==> config.mk <==
export PLATFORM = sky130hd
export DESIGN_NAME = indexed_array_list
export DESIGN_NICKNAME = d
export VERILOG_FILES = /design/src/hdl/ial_pkg.sv /design/src/hdl/ial_ram.sv /design/src/hdl/indexed_array_list.sv
export SDC_FILE = /design/constraint.sdc
export NUM_CORES = 1
export LEC_CHECK = 0
export BUFFER_PORTS_ARGS = -buffer_cell sky130_fd_sc_hd__buf_2
export CAP_MARGIN = 10
export CORE_MARGIN = 2
export CORE_UTILIZATION = 25
export CTS_CLUSTER_SIZE = 28
export DETAILED_ROUTE_END_ITERATION = 10
export GPL_TIMING_DRIVEN = 0
export SLEW_MARGIN = 40
export SYNTH_ARGS = -nofsm -noshare
export SYNTH_HDL_FRONTEND = slang
export SYNTH_SLANG_ARGS = --single-unit
==> constraint.sdc <==
create_clock -name clk -period 6.3 [get_ports clk]
set_input_delay 0.63 -clock clk [delete_from_list [all_inputs] [get_ports clk]]
set_output_delay 0.63 -clock clk [all_outputs]
set_load 0.02 [all_outputs]
==> src/hdl/ial_pkg.sv <==
`default_nettype none
// ---------------------------------------------------------------------------
// ial_pkg
// Shared types and codes for the indexed array list: request and result
// words, action and status codes, list sizing.
// ---------------------------------------------------------------------------
package ial_pkg;

    localparam int CAPACITY = 16;
    localparam int ADDR_W   = (CAPACITY > 1) ? $clog2(CAPACITY) : 1;
    localparam int CNT_W    = $clog2(CAPACITY + 1);

    localparam int ACTION_W = 3;
    localparam int INDEX_W  = 5;
    localparam int DATA_W   = 32;
    localparam int POS_W    = 4;
    localparam int STATUS_W = 2;
    localparam int COUNT_W  = 5;

    // width wide enough to compare a request index against the count
    localparam int CMP_W = (CNT_W > INDEX_W) ? CNT_W : INDEX_W;

    localparam logic [ACTION_W-1:0] ACT_READ       = 3'd0;
    localparam logic [ACTION_W-1:0] ACT_APPEND     = 3'd1;
    localparam logic [ACTION_W-1:0] ACT_INSERT     = 3'd2;
    localparam logic [ACTION_W-1:0] ACT_REMOVE_AT  = 3'd3;
    localparam logic [ACTION_W-1:0] ACT_REMOVE_VAL = 3'd4;

    localparam logic [STATUS_W-1:0] ST_OK        = 2'd0;
    localparam logic [STATUS_W-1:0] ST_RANGE     = 2'd1;
    localparam logic [STATUS_W-1:0] ST_NOT_FOUND = 2'd2;
    localparam logic [STATUS_W-1:0] ST_FULL      = 2'd3;

    typedef struct packed {
        logic [ACTION_W-1:0]      action;
        logic [INDEX_W-1:0]       index;
        logic signed [DATA_W-1:0] value;
    } req_t;

    typedef struct packed {
        logic signed [DATA_W-1:0] data_out;
        logic [POS_W-1:0]         position;
        logic [STATUS_W-1:0]      status;
        logic [COUNT_W-1:0]       count;
    } rsp_t;

endpackage
`default_nettype wire

==> src/hdl/ial_ram.sv <==
`default_nettype none
// ---------------------------------------------------------------------------
// ial_ram
// Generic single-write, single-read RAM with a registered read port.
// ---------------------------------------------------------------------------
module ial_ram #(
    parameter int WIDTH = 32,
    parameter int DEPTH = 16
) (
    input  wire logic                             clk,
    input  wire logic                             we,
    input  wire logic [$clog2(DEPTH)-1:0]         waddr,
    input  wire logic [WIDTH-1:0]                 wdata,
    input  wire logic                             re,
    input  wire logic [$clog2(DEPTH)-1:0]         raddr,
    output logic      [WIDTH-1:0]                 rdata
);

    logic [WIDTH-1:0] mem [DEPTH];

    always_ff @(posedge clk)
    begin
        if (we)
        begin
            mem[waddr] <= wdata;
        end
        if (re)
        begin
            rdata <= mem[raddr];
        end
    end

endmodule
`default_nettype wire

==> src/hdl/indexed_array_list.sv <==
`default_nettype none
// ---------------------------------------------------------------------------
// indexed_array_list
// Fixed-capacity ordered list of signed words: read, append, insert,
// remove-at and remove-by-value, one word of result per request.
// ---------------------------------------------------------------------------
// Append, insert at the tail, rejected and unknown requests finish straight
//   from idle; read waits on the registered RAM read; remove-at reads the word,
//   then moves any later entries down; insert moves entries up, then writes;
//   remove-by-value scans from the head, then moves entries as remove-at does.
// Throughput: one request at a time; busy drops as the strobe rises.
//   The receiver cannot stall. Reset clears the count and control state, not the stored words.
module indexed_array_list
    import ial_pkg::*;
(
    input  wire logic clk,
    input  wire logic rst_n,
    input  wire logic start,
    input  wire req_t req,
    output logic      busy,
    output logic      done,
    output rsp_t      rsp
);

    localparam logic [2:0] S_IDLE   = 3'd0;
    localparam logic [2:0] S_RDWAIT = 3'd1;
    localparam logic [2:0] S_SCAN   = 3'd2;
    localparam logic [2:0] S_MOVE   = 3'd3;
    localparam logic [2:0] S_FIN    = 3'd4;

    localparam logic [CNT_W-1:0] CAP_CNT = CNT_W'(CAPACITY);

    logic [2:0]          state_reg, state_next;
    logic [ACTION_W-1:0] op_reg, op_next;
    logic [INDEX_W-1:0]  idx_reg, idx_next;
    logic [DATA_W-1:0]   val_reg, val_next;
    logic [CNT_W-1:0]    cnt_reg, cnt_next;
    logic [ADDR_W-1:0]   src_reg, src_next;
    logic [ADDR_W-1:0]   end_reg, end_next;
    logic [ADDR_W-1:0]   wdst_reg, wdst_next;
    logic                grow_reg, grow_next;
    logic                more_reg, more_next;
    logic                pend_reg, pend_next;
    logic [CNT_W-1:0]    cptr_reg, cptr_next;
    logic [DATA_W-1:0]   data_reg, data_next;
    logic [POS_W-1:0]    pos_reg, pos_next;
    rsp_t                rsp_reg, rsp_next;
    logic                done_reg, done_next;

    logic                ram_we;
    logic [ADDR_W-1:0]   ram_waddr;
    logic [DATA_W-1:0]   ram_wdata;
    logic                ram_re;
    logic [ADDR_W-1:0]   ram_raddr;
    logic [DATA_W-1:0]   ram_rdata;

    logic                fin;
    logic [STATUS_W-1:0] fin_status;
    logic [DATA_W-1:0]   fin_data;
    logic [POS_W-1:0]    fin_pos;
    logic [CNT_W-1:0]    fin_cnt;

    ial_ram #(
        .WIDTH (DATA_W),
        .DEPTH (CAPACITY)
    ) u_ram (
        .clk   (clk),
        .we    (ram_we),
        .waddr (ram_waddr),
        .wdata (ram_wdata),
        .re    (ram_re),
        .raddr (ram_raddr),
        .rdata (ram_rdata)
    );

    always_comb
    begin
        state_next = state_reg;
        op_next    = op_reg;
        idx_next   = idx_reg;
        val_next   = val_reg;
        cnt_next   = cnt_reg;
        src_next   = src_reg;
        end_next   = end_reg;
        wdst_next  = wdst_reg;
        grow_next  = grow_reg;
        more_next  = more_reg;
        pend_next  = pend_reg;
        cptr_next  = cptr_reg;
        data_next  = data_reg;
        pos_next   = pos_reg;
        rsp_next   = rsp_reg;
        done_next  = 1'b0;

        ram_we    = 1'b0;
        ram_waddr = '0;
        ram_wdata = val_reg;
        ram_re    = 1'b0;
        ram_raddr = '0;

        fin        = 1'b0;
        fin_status = ST_OK;
        fin_data   = '0;
        fin_pos    = '0;
        fin_cnt    = cnt_reg;

        unique case (state_reg)
            S_IDLE:
            begin
                if (start)
                begin
                    op_next  = req.action;
                    idx_next = req.index;
                    val_next = req.value;
                    unique case (req.action) inside
                        ACT_READ, ACT_REMOVE_AT:
                        begin
                            if (CMP_W'(req.index) < CMP_W'(cnt_reg))
                            begin
                                ram_re     = 1'b1;
                                ram_raddr  = ADDR_W'(req.index);
                                state_next = S_RDWAIT;
                            end
                            else
                            begin
                                fin        = 1'b1;
                                fin_status = ST_RANGE;
                            end
                        end
                        ACT_APPEND:
                        begin
                            fin = 1'b1;
                            if (cnt_reg < CAP_CNT)
                            begin
                                ram_we    = 1'b1;
                                ram_waddr = ADDR_W'(cnt_reg);
                                ram_wdata = req.value;
                                fin_cnt   = cnt_reg + 1'b1;
                            end
                            else
                            begin
                                fin_status = ST_FULL;
                            end
                        end
                        ACT_INSERT:
                        begin
                            if (CMP_W'(req.index) > CMP_W'(cnt_reg))
                            begin
                                fin        = 1'b1;
                                fin_status = ST_RANGE;
                            end
                            else if (cnt_reg == CAP_CNT)
                            begin
                                fin        = 1'b1;
                                fin_status = ST_FULL;
                            end
                            else if (CMP_W'(req.index) == CMP_W'(cnt_reg))
                            begin
                                fin       = 1'b1;
                                ram_we    = 1'b1;
                                ram_waddr = ADDR_W'(req.index);
                                ram_wdata = req.value;
                                fin_cnt   = cnt_reg + 1'b1;
                            end
                            else
                            begin
                                // open a gap: move entries up from the tail
                                src_next   = ADDR_W'(cnt_reg - 1'b1);
                                end_next   = ADDR_W'(req.index);
                                grow_next  = 1'b1;
                                more_next  = 1'b1;
                                pend_next  = 1'b0;
                                state_next = S_MOVE;
                            end
                        end
                        ACT_REMOVE_VAL:
                        begin
                            if (cnt_reg == '0)
                            begin
                                fin        = 1'b1;
                                fin_status = ST_NOT_FOUND;
                            end
                            else
                            begin
                                ram_re     = 1'b1;
                                ram_raddr  = '0;
                                cptr_next  = '0;
                                state_next = S_SCAN;
                            end
                        end
                        default:
                        begin
                            fin = 1'b1;
                        end
                    endcase
                end
            end
            S_RDWAIT:
            begin
                data_next = ram_rdata;
                pos_next  = '0;
                if (op_reg == ACT_READ)
                begin
                    fin      = 1'b1;
                    fin_data = ram_rdata;
                end
                else if (CMP_W'(idx_reg) + 1'b1 < CMP_W'(cnt_reg))
                begin
                    src_next   = ADDR_W'(idx_reg) + 1'b1;
                    end_next   = ADDR_W'(cnt_reg - 1'b1);
                    grow_next  = 1'b0;
                    more_next  = 1'b1;
                    pend_next  = 1'b0;
                    state_next = S_MOVE;
                end
                else
                begin
                    state_next = S_FIN;
                end
            end
            S_SCAN:
            begin
                if (ram_rdata == val_reg)
                begin
                    data_next = ram_rdata;
                    pos_next  = POS_W'(cptr_reg);
                    if (cptr_reg + 1'b1 < cnt_reg)
                    begin
                        src_next   = ADDR_W'(cptr_reg + 1'b1);
                        end_next   = ADDR_W'(cnt_reg - 1'b1);
                        grow_next  = 1'b0;
                        more_next  = 1'b1;
                        pend_next  = 1'b0;
                        state_next = S_MOVE;
                    end
                    else
                    begin
                        state_next = S_FIN;
                    end
                end
                else if (cptr_reg + 1'b1 == cnt_reg)
                begin
                    fin        = 1'b1;
                    fin_status = ST_NOT_FOUND;
                end
                else
                begin
                    // advance: fetch the next entry while comparing this one
                    ram_re    = 1'b1;
                    ram_raddr = ADDR_W'(cptr_reg + 1'b1);
                    cptr_next = cptr_reg + 1'b1;
                end
            end
            S_MOVE:
            begin
                if (pend_reg)
                begin
                    ram_we    = 1'b1;
                    ram_waddr = wdst_reg;
                    ram_wdata = ram_rdata;
                end
                if (more_reg)
                begin
                    ram_re    = 1'b1;
                    ram_raddr = src_reg;
                    pend_next = 1'b1;
                    wdst_next = grow_reg ? src_reg + 1'b1 : src_reg - 1'b1;
                    if (src_reg == end_reg)
                    begin
                        more_next = 1'b0;
                    end
                    else
                    begin
                        src_next = grow_reg ? src_reg - 1'b1 : src_reg + 1'b1;
                    end
                end
                else
                begin
                    pend_next  = 1'b0;
                    state_next = S_FIN;
                end
            end
            S_FIN:
            begin
                fin = 1'b1;
                if (op_reg == ACT_INSERT)
                begin
                    ram_we    = 1'b1;
                    ram_waddr = ADDR_W'(idx_reg);
                    ram_wdata = val_reg;
                    fin_cnt   = cnt_reg + 1'b1;
                end
                else
                begin
                    fin_cnt  = cnt_reg - 1'b1;
                    fin_data = data_reg;
                    fin_pos  = pos_reg;
                end
            end
            default:
            begin
                state_next = S_IDLE;
            end
        endcase

        if (fin)
        begin
            cnt_next          = fin_cnt;
            rsp_next.data_out = fin_data;
            rsp_next.position = fin_pos;
            rsp_next.status   = fin_status;
            rsp_next.count    = COUNT_W'(fin_cnt);
            done_next         = 1'b1;
            state_next        = S_IDLE;
        end
    end

    always_ff @(posedge clk or negedge rst_n)
    begin
        if (!rst_n)
        begin
            state_reg <= S_IDLE;
            cnt_reg   <= '0;
            more_reg  <= 1'b0;
            pend_reg  <= 1'b0;
            done_reg  <= 1'b0;
        end
        else
        begin
            state_reg <= state_next;
            cnt_reg   <= cnt_next;
            more_reg  <= more_next;
            pend_reg  <= pend_next;
            done_reg  <= done_next;
        end
    end

    always_ff @(posedge clk)
    begin
        op_reg   <= op_next;
        idx_reg  <= idx_next;
        val_reg  <= val_next;
        src_reg  <= src_next;
        end_reg  <= end_next;
        wdst_reg <= wdst_next;
        grow_reg <= grow_next;
        cptr_reg <= cptr_next;
        data_reg <= data_next;
        pos_reg  <= pos_next;
        rsp_reg  <= rsp_next;
    end

    assign busy = (state_reg != S_IDLE);
    assign done = done_reg;
    assign rsp  = rsp_reg;

    a_done_after_work: assert property (@(posedge clk) disable iff (!rst_n)
        done |-> ($past(busy) || $past(start)))
        else $error("result strobe without a request");

    a_count_bound: assert property (@(posedge clk) disable iff (!rst_n)
        cnt_reg <= CAP_CNT)
        else $error("entry count above capacity");

    a_full_count: assert property (@(posedge clk) disable iff (!rst_n)
        (done && rsp.status == ST_FULL) |-> (rsp.count == COUNT_W'(CAPACITY)))
        else $error("full status with list not full");

    a_move_nonempty: assert property (@(posedge clk) disable iff (!rst_n)
        (state_reg == S_MOVE) |-> (cnt_reg != '0))
        else $error("entry move on an empty list");

endmodule
`default_nettype wire

==> summary.txt, run 1 <==
Timing
  – Slew Limit Fails: 0
  – Final Cycle Share: 76.75%
  – Unrepaired setup endpoints after global routing: false
  – Worst slew margin: 40.76%
  – Highest Clock Rate: 0.2068 GHz
  – Final hold vios: 0
  – Tightest Pin Transition: 888.6 ps
  – Final setup TNS: 0 ps
  – Final worst path period need: 4835 ps
  – Clk_skew: 31.87 ps
  – Final Setup Violations: 0

Global routing
  – M1 GR Usage: 17.70%
  – Initial antenna violation count: 0
  – All-Layer GR Usage: 13.49%
  – Largest net degree at the start of global routing: 38
  – Number of global-route vias before repair: about 17000
  – Met2 Usage GRT: 23.23%
  – First-pass GRT wire length: 117.2 mm
  – Gr busiest metal: met2
  – Grt ovf: 0
  – Met3 usage: 1.740%

Yosys
  – Flop and latch count out of synthesis: between 600 and 700
  – Post-Syn Area: 0.02872 mm²
  – Synthesized Nets: 2048
  – Synth unique cells: 64
  – Post-synth top flop: edfxtp_1
  – Synth top area share: 71.20%
  – Leading area contributor after synthesis: edfxtp_1
  – Synth Instances: between 1500 and 2000
  – Asr flop ratio synth: under 10%
  – Yosys Warn Count: 0
  – Post-synth EDFFs: 681
  – Seq/Total Area, Yosys: between 70% and 80%
  – Syn Area/Cell: 14.49 µm²
  – Top post-synthesis cells by area: edfxtp_1 (71%), mux2i_1 (5.1%), nand2_1 (3.0%)

Worst setup path
  – Crit Path Max Fanout: 10
  – Reg2Reg Depth: 13
  – CP max-delay cell: clkbuf_1
  – Max incr delay on CP: 620 ps
  – Worst Path Required: 6600 ps
  – R2r setup slk: around 1500 ps
  – Setup crit end kind: flip-flop
  – CP top delay family: compound AO/OA/AOI/OAI gates
  – Worst path bufs/invs: 4
  – Critical R2R Capture: u_ram.rdata[28]
  – Worst Setup Start Kind: flip-flop
  – CP Class: reg2reg
  – RR Startpoint: cnt_reg[4]
  – Arrival time worst endpoint: 5140 ps
  – Critical Path, Cell by Cell: clkbuf_1 -> inv_1 -> ha_1 -> and3_1 -> o21ai_0 -> and2_1 -> a32oi_1 -> a21boi_2 -> buf_2 -> clkbuf_1 -> a22oi_1 -> a32oi_1 -> o311ai_1

Drt
  – Vias/cell: 4.710
  – Total Wirelength: 81.20 mm
  – DRT antenna net count: 0
  – Post-route DRC: 0
  – WL/cell: roughly 22 µm
  – Pre-antenna DRT Iters: 5
  – Via count: 17590
  – Drt initial violations: 1767

Floorplanning
  – CORE AREA: 0.1142 mm²
  – IO Pins: slightly below 90
  – Die W: 342.9 µm
  – Die height: 342.9 µm
  – Num rows: about 120
  – Full die area: 0.1176 mm²
  – Initial core utilization: 25.15%

Placement
  – Port buffer count: 87
  – Detailed placement HPWL: 57.62 mm
  – Placed cell count: 3617
  – Gpl congestion: a little under 0.9

Cells and area
  – Final non-filler cell total: roughly 3700
  – Ant diodes: 0
  – Fillers: 11420
  – Area Overhead vs Synth: 18.41%
  – Nets: approximately 2200
  – Ratio of cells with drive above 1 in the final layout: 13.27%
  – Max FFs per register: 512
  – Sequential cell area: 0.02072 mm²
  – Area of the multi-input gates: 0.007308 mm²

Hold path
  – Worst Hold Launch: req[36]
  – Hold EP: idx_reg[4]
  – Min-Delay Path Depth: 1
  – Hold Path Class: in2reg

Clocking
  – Post-CTS Setup Inserts: 0
  – CTS tree: done
  – CTS sink count: slightly below 700
  – Bufs on Longest Clock Path: 3
  – Clock Root Buffer: clkbuf_16
  – # H-tree levels: 3
  – Hold_buf cts: 1
  – Worst-Skew Late Latency: 640 ps
  – Clock transition at path regs: 60 ps
  – CTS Buf Count: 67
  – Gates resized, CTS repair: 0

Pwr
  – Pwr Density: 385.0 mW/mm²
  – Max VDD drop: approximately 0.00022 V
  – Leakage power: 12.19 nW

Flow run
  – MaxCap Viol Count: 0

Run status
  – Status: finished clean
==> worst max path at each step <==
stage                     from               to  slack [ps]  depth (start not counted)
CTS                 cnt_reg[4]  u_ram.rdata[28]        1530                         13
floorplan           cnt_reg[4]           rsp[0]         820                         10
finish              cnt_reg[4]  u_ram.rdata[28]        1460                         13
global placement    cnt_reg[0]             done       -1640                         10
global route        cnt_reg[4]  u_ram.rdata[23]        1230                         13
detailed placement  cnt_reg[4]  u_ram.rdata[28]        1560                         13
==> area by class of cell <==
type / instances / share of cell area (%)
inverters: 73 / 0.8131
well taps: 1512 / 5.563
clock inverters: 36 / 0.9051
multi-input cells: 1100 / 21.49
clock buffers: 81 / 5.147
plain buffers: 117 / 1.711
flip-flops and latches: 692 / 60.94
repair buffers: 124 / 3.429
==> logic make-up (layout without fill, tap and decap cells) <==
family / count (synthesis) / in the layout / synth area share, %
AO/OA/AOI/OAI: 456 / 456 / 10.48
XOR/XNOR: 52 / 52 / 1.586
adder cells (fa/ha/maj): 23 / 23 / 1.002
buffers and inverters: 190 / 431 / 2.980
flip-flops: 692 / 692 / 72.16
multiplexers: 147 / 147 / 5.171
AND/OR/NAND/NOR: 422 / 422 / 6.626
==> report_power, final <==
part | switching (W) | internal (W)
clock network | 0.00178 | 0.00209
registers | 0.000226 | 0.00583
logic | 0.00227 | 0.000896
total | 0.00427 | 0.00882
==> routing by layer <==
metal  up-vias  share of wire, %
li1       7952                 -
met4         0               2.2
met2       605                49
met3       110               5.9
met5         -                 0
met1      8926                42
==> Yosys cell counts (7+ instances only) <==
cell / number
clkbuf_1: 69
and2_1: 7
nand2b_1: 20
buf_6: 12
a32oi_1: 33
a22oi_1: 53
dfrtp_1: 11
nor4_1: 8
o311ai_1: 10
nor2_1: 46
a21oi_1: 157
and3_1: 10
nor3_1: 11
o21ai_0: 77
xnor2_1: 16
ha_1: 23
nand2_1: 229
a211oi_1: 13
mux2i_1: 145
nand3_1: 54
a221o_1: 31
xor2_1: 36
inv_1: 72
edfxtp_1: 681
nor2b_1: 17
a22o_1: 32
buf_2: 24
==> per-stage QoR <==
| step | setup slack, ps | utilization [%] | instance area (µm²) | hold WS (ps) | total power (W) |
|---|---|---|---|---|---|
| floorplan | 816.0 | - | 28720 | 334.4 | 0.007971 |
| global placement | -1637 | 27.19 | 31050 | 457.0 | 0.009224 |
| detailed placement | 1558 | 27.97 | 31930 | 468.2 | 0.009300 |
| CTS | 1528 | 29.78 | 34000 | 185.8 | 0.01315 |
| global route | 1231 | 29.78 | 34010 | 203.9 | 0.01360 |
| finish | 1465 | 29.78 | 34010 | 218.5 | 0.01309 |
==> cells in the final DEF, fill, tap and decap left out, types with 36 or more instances in the layout <==
cell,n
clkbuf_16,68
a21oi_1,156
a22oi_1,53
clkbuf_1,82
mux2i_1,145
xor2_1,36
nand3_1,54
edfxtp_1,681
o21ai_0,76
nand2_1,228
inv_1,71
buf_2,111
(Power assumes the default switching activity.)
==> run 2: changes to the inputs <==
--- a/config.mk
+++ b/config.mk
@@ -5,6 +5,7 @@
 export SDC_FILE = /design/constraint.sdc
 export NUM_CORES = 1
 export LEC_CHECK = 0
+export ABC_AREA = 1
 export BUFFER_PORTS_ARGS = -buffer_cell sky130_fd_sc_hd__buf_2
 export CAP_MARGIN = 10
 export CORE_MARGIN = 2
==> constraint.sdc (replaced) <==
create_clock -name clk -period 4.2 [get_ports clk]
set_input_delay 0.42 -clock clk [delete_from_list [all_inputs] [get_ports clk]]
set_output_delay 0.42 -clock clk [all_outputs]
set_load 0.02 [all_outputs]
==> run 2 against run 1 <==
  * Synthesized cell count increased by 50%
  * Worst setup slack got worse by 1300 ps
  * Clock power up 59%
  * Final cell count increased by 32%
  * Critical path depth grew 4
  * Largest cell class unchanged
==> summary.txt, run 2 <==
Clocking
  – Clock Root Buffer: clkbuf_16
  – Worst-Skew Late Latency: 630 ps
  – # H-tree levels: 3
  – CTS sink count: around 690
  – CTS tree: done
  – Bufs on Longest Clock Path: 3
  – Clock transition at path regs: roughly 60 ps
  – CTS Buf Count: 72

Run status
  – Status: finished clean

Cells and area
  – Ant diodes: 0
  – Ratio of cells with drive above 1 in the final layout: 14.13%
  – Area Overhead vs Synth: 20.63%
  – Most common cell after layout, fill and taps aside: edfxtp_1
  – Final non-filler cell total: 4919
  – Most frequent cells in the layout: edfxtp_1 (681), nand3_1 (636), nand2_1 (549)
  – Nets: approximately 3300
  – Finished Core Util: 30.35%
  – Fillers: 12650
  – Final instance area: between 0.03 and 0.04 mm²
  – Max FFs per register: 512

Yosys
  – Synth unique cells: 49
  – Post-Syn Area: between 0.03 and 0.04 mm²
  – Top-count cell post-synth: edfxtp_1
  – Flop and latch count out of synthesis: roughly 700
  – Leading area contributor after synthesis: edfxtp_1
  – Post-synth top flop: edfxtp_1
  – Post-synth EDFFs: 681
  – Seq/Total Area, Yosys: about two thirds
  – Commonest cells post-synth: edfxtp_1 (681), nand3_1 (638), nand2_1 (550), inv_1 (470), buf_2 (108)
  – Syn Area/Cell: 10.61 µm²
  – Synth Instances: between 2000 and 3000
  – Top post-synthesis cells by area: edfxtp_1 (65%), nand3_1 (10%), nand2_1 (6.5%)
  – Synthesized Nets: between 3000 and 4000
  – Asr flop ratio synth: 1.590%
  – Synth top area share: 64.82%
  – Yosys Warn Count: 0

Floorplanning
  – CORE AREA: 0.1254 mm²
  – Full die area: about 0.13 mm²
  – Num rows: between 100 and 150
  – IO Pins: 88
  – Die height: 359.2 µm
  – Die W: roughly 360 µm
  – Initial core utilization: 25.16%

Drt
  – Drt initial violations: 2654
  – WL/cell: 20.04 µm
  – DRT antenna net count: 0
  – Vias/cell: 4.710
  – Total Wirelength: 98.57 mm
  – Via count: between 20000 and 25000
  – Post-route DRC: 0
  – Pre-antenna DRT Iters: 6

Timing
  – Worst slew margin: 38.79%
  – Final Setup Violations: 0
  – Unrepaired setup endpoints after global routing: true
  – Worst hold slack: 27.90 ps
  – Final Cycle Share: between 90% and 100%
  – Tightest Pin Transition: 918.1 ps
  – Highest Clock Rate: 0.2482 GHz
  – Clk_skew: 20.36 ps
  – Final hold vios: 0
  – Slew Limit Fails: 0
  – Final worst path period need: between 4000 and 5000 ps

Pwr
  – Total Power: 0.02908 W
  – Clock network fraction of design power: 21.1%
  – Comb power frac: 43.2%
  – P_sw: ~0.012 W
  – Pwr Density: 764.1 mW/mm²
  – Net Sw Frac: between 40% and 50%
  – Max VDD drop: between 0.0004 and 0.0005 V
  – Internal Power: between 0.015 and 0.02 W
  – Sequential share of power: 35.7%
  – Leakage power: 14.91 nW

Flow run
  – MaxCap Viol Count: 0

Placement
  – Placed cell count: 4762
  – Detailed placement HPWL: ~70 mm
  – Placement Cell Area: approximately 0.035 mm²
  – Port buffer count: 87
  – Gpl congestion: 0.9062

Worst setup path
  – RR Startpoint: cptr_reg[0]
  – Crit Path Max Fanout: 10
  – Setup crit end kind: flip-flop
  – CP Class: reg2reg
  – Worst Setup Start Kind: flip-flop
  – CP startpoint: cptr_reg[0]
  – Arrival time worst endpoint: 4380 ps
  – Worst Path Required: approximately 4600 ps

Global routing
  – Number of global-route vias before repair: 22370
  – Initial antenna violation count: 0
  – First-pass GRT wire length: approximately 150 mm
  – Grt ovf: 0
  – Largest net degree at the start of global routing: 31
  – All-Layer GR Usage: 14.92%

Hold path
  – Hold Path Class: in2reg
  – Worst Hold Launch: req[34]
-- run 2: cells by family after synthesis --
logic type	Yosys count	share of synthesized area [%]
DFF	692	65.69
buffers and inverters	660	8.400
AOI/OAI and AO/OA	177	3.502
xor gates and xnor gates	39	1.083
adders and majority gates	23	0.9122
and+or+nand+nor	1383	20.41
-- run 2: final cells by class --
class,count,area [µm²],share of cell area (%)
multi-input combinational,1622,8793,23.11
tap,1650,2064,5.425
inverter,496,1862,4.892
sequential,692,20720,54.46
clock buffer,95,1931,5.073
clock inverter,32,272.8,0.7167
timing repair buffer,168,1595,4.192
buffer,164,814.5,2.140
-- run 2: worst paths after layout --
path / depth (start not counted) / end / slack [ps]
min in group asynchronous: 2 / state_reg[1] / 230
min reg2reg: 0 / data_reg[22] / 490
max: 17 / u_ram.rdata[13] / 170
min: 1 / idx_reg[2] / 30
max reg2reg: 17 / u_ram.rdata[13] / 170
max in group asynchronous: 2 / cnt_reg[1] / 3700
-- run 2: routing by layer --
layer | part of all wire, % | wire length [µm] | GRT usage, % | up-vias
li1 | - | - | - | 10600
met1 | 41 | 40550 | 19.82 | 11330
met2 | 48 | 47250 | 25.10 | 1077
met3 | 8.0 | 7849 | 1.735 | 164
met4 | 3.0 | 2925 | 5.245 | 0
met5 | 0 | 0 | 0 | -
-- run 2: power groups by stage --
stage          combinational, W  clock (W)  sequential [W]
6_report                 0.0126    0.00614          0.0104
3_3_place_gp             0.0112          0          0.0107
3_5_place_dp             0.0122          0          0.0105
4_1_cts                  0.0122    0.00620          0.0104
2_1_floorplan           0.00651          0          0.0106
5_1_grt                  0.0135    0.00647          0.0105
-- run 2: what timing repair did --
item	in CTS	in global routing
hold buffers	26	0
gates cloned	0	0
pin swaps	1	0
setup buffers	3	0
setup endpoints to repair	51	117
endpoints found under the hold margin	36	0
resized for setup	0	18
-- run 2: critical path, cell delays in order, from the launching register on --
cell and delay, ps:
edfxtp_1 500, ha_1 270, xor2_1 380, ha_1 330, nand2_1 80, nor3_1 50
nand2_1 50, inv_1 100, nor2_1 230, nand3_2 320, nand2_4 180, buf_6 220
buf_2 310, nand2_1 90, nand3_1 90, nand3_1 90, nand3_1 280, nand2_1 160
-- run 2: per-stage QoR --
stage	TNS, ps	worst slack, ps
finish	0	170.3
floorplan	0	421.0
global route	-19.18	-19.18
detailed placement	-3289	-110.1
CTS	0	10.83
global placement	-1032270	-2202
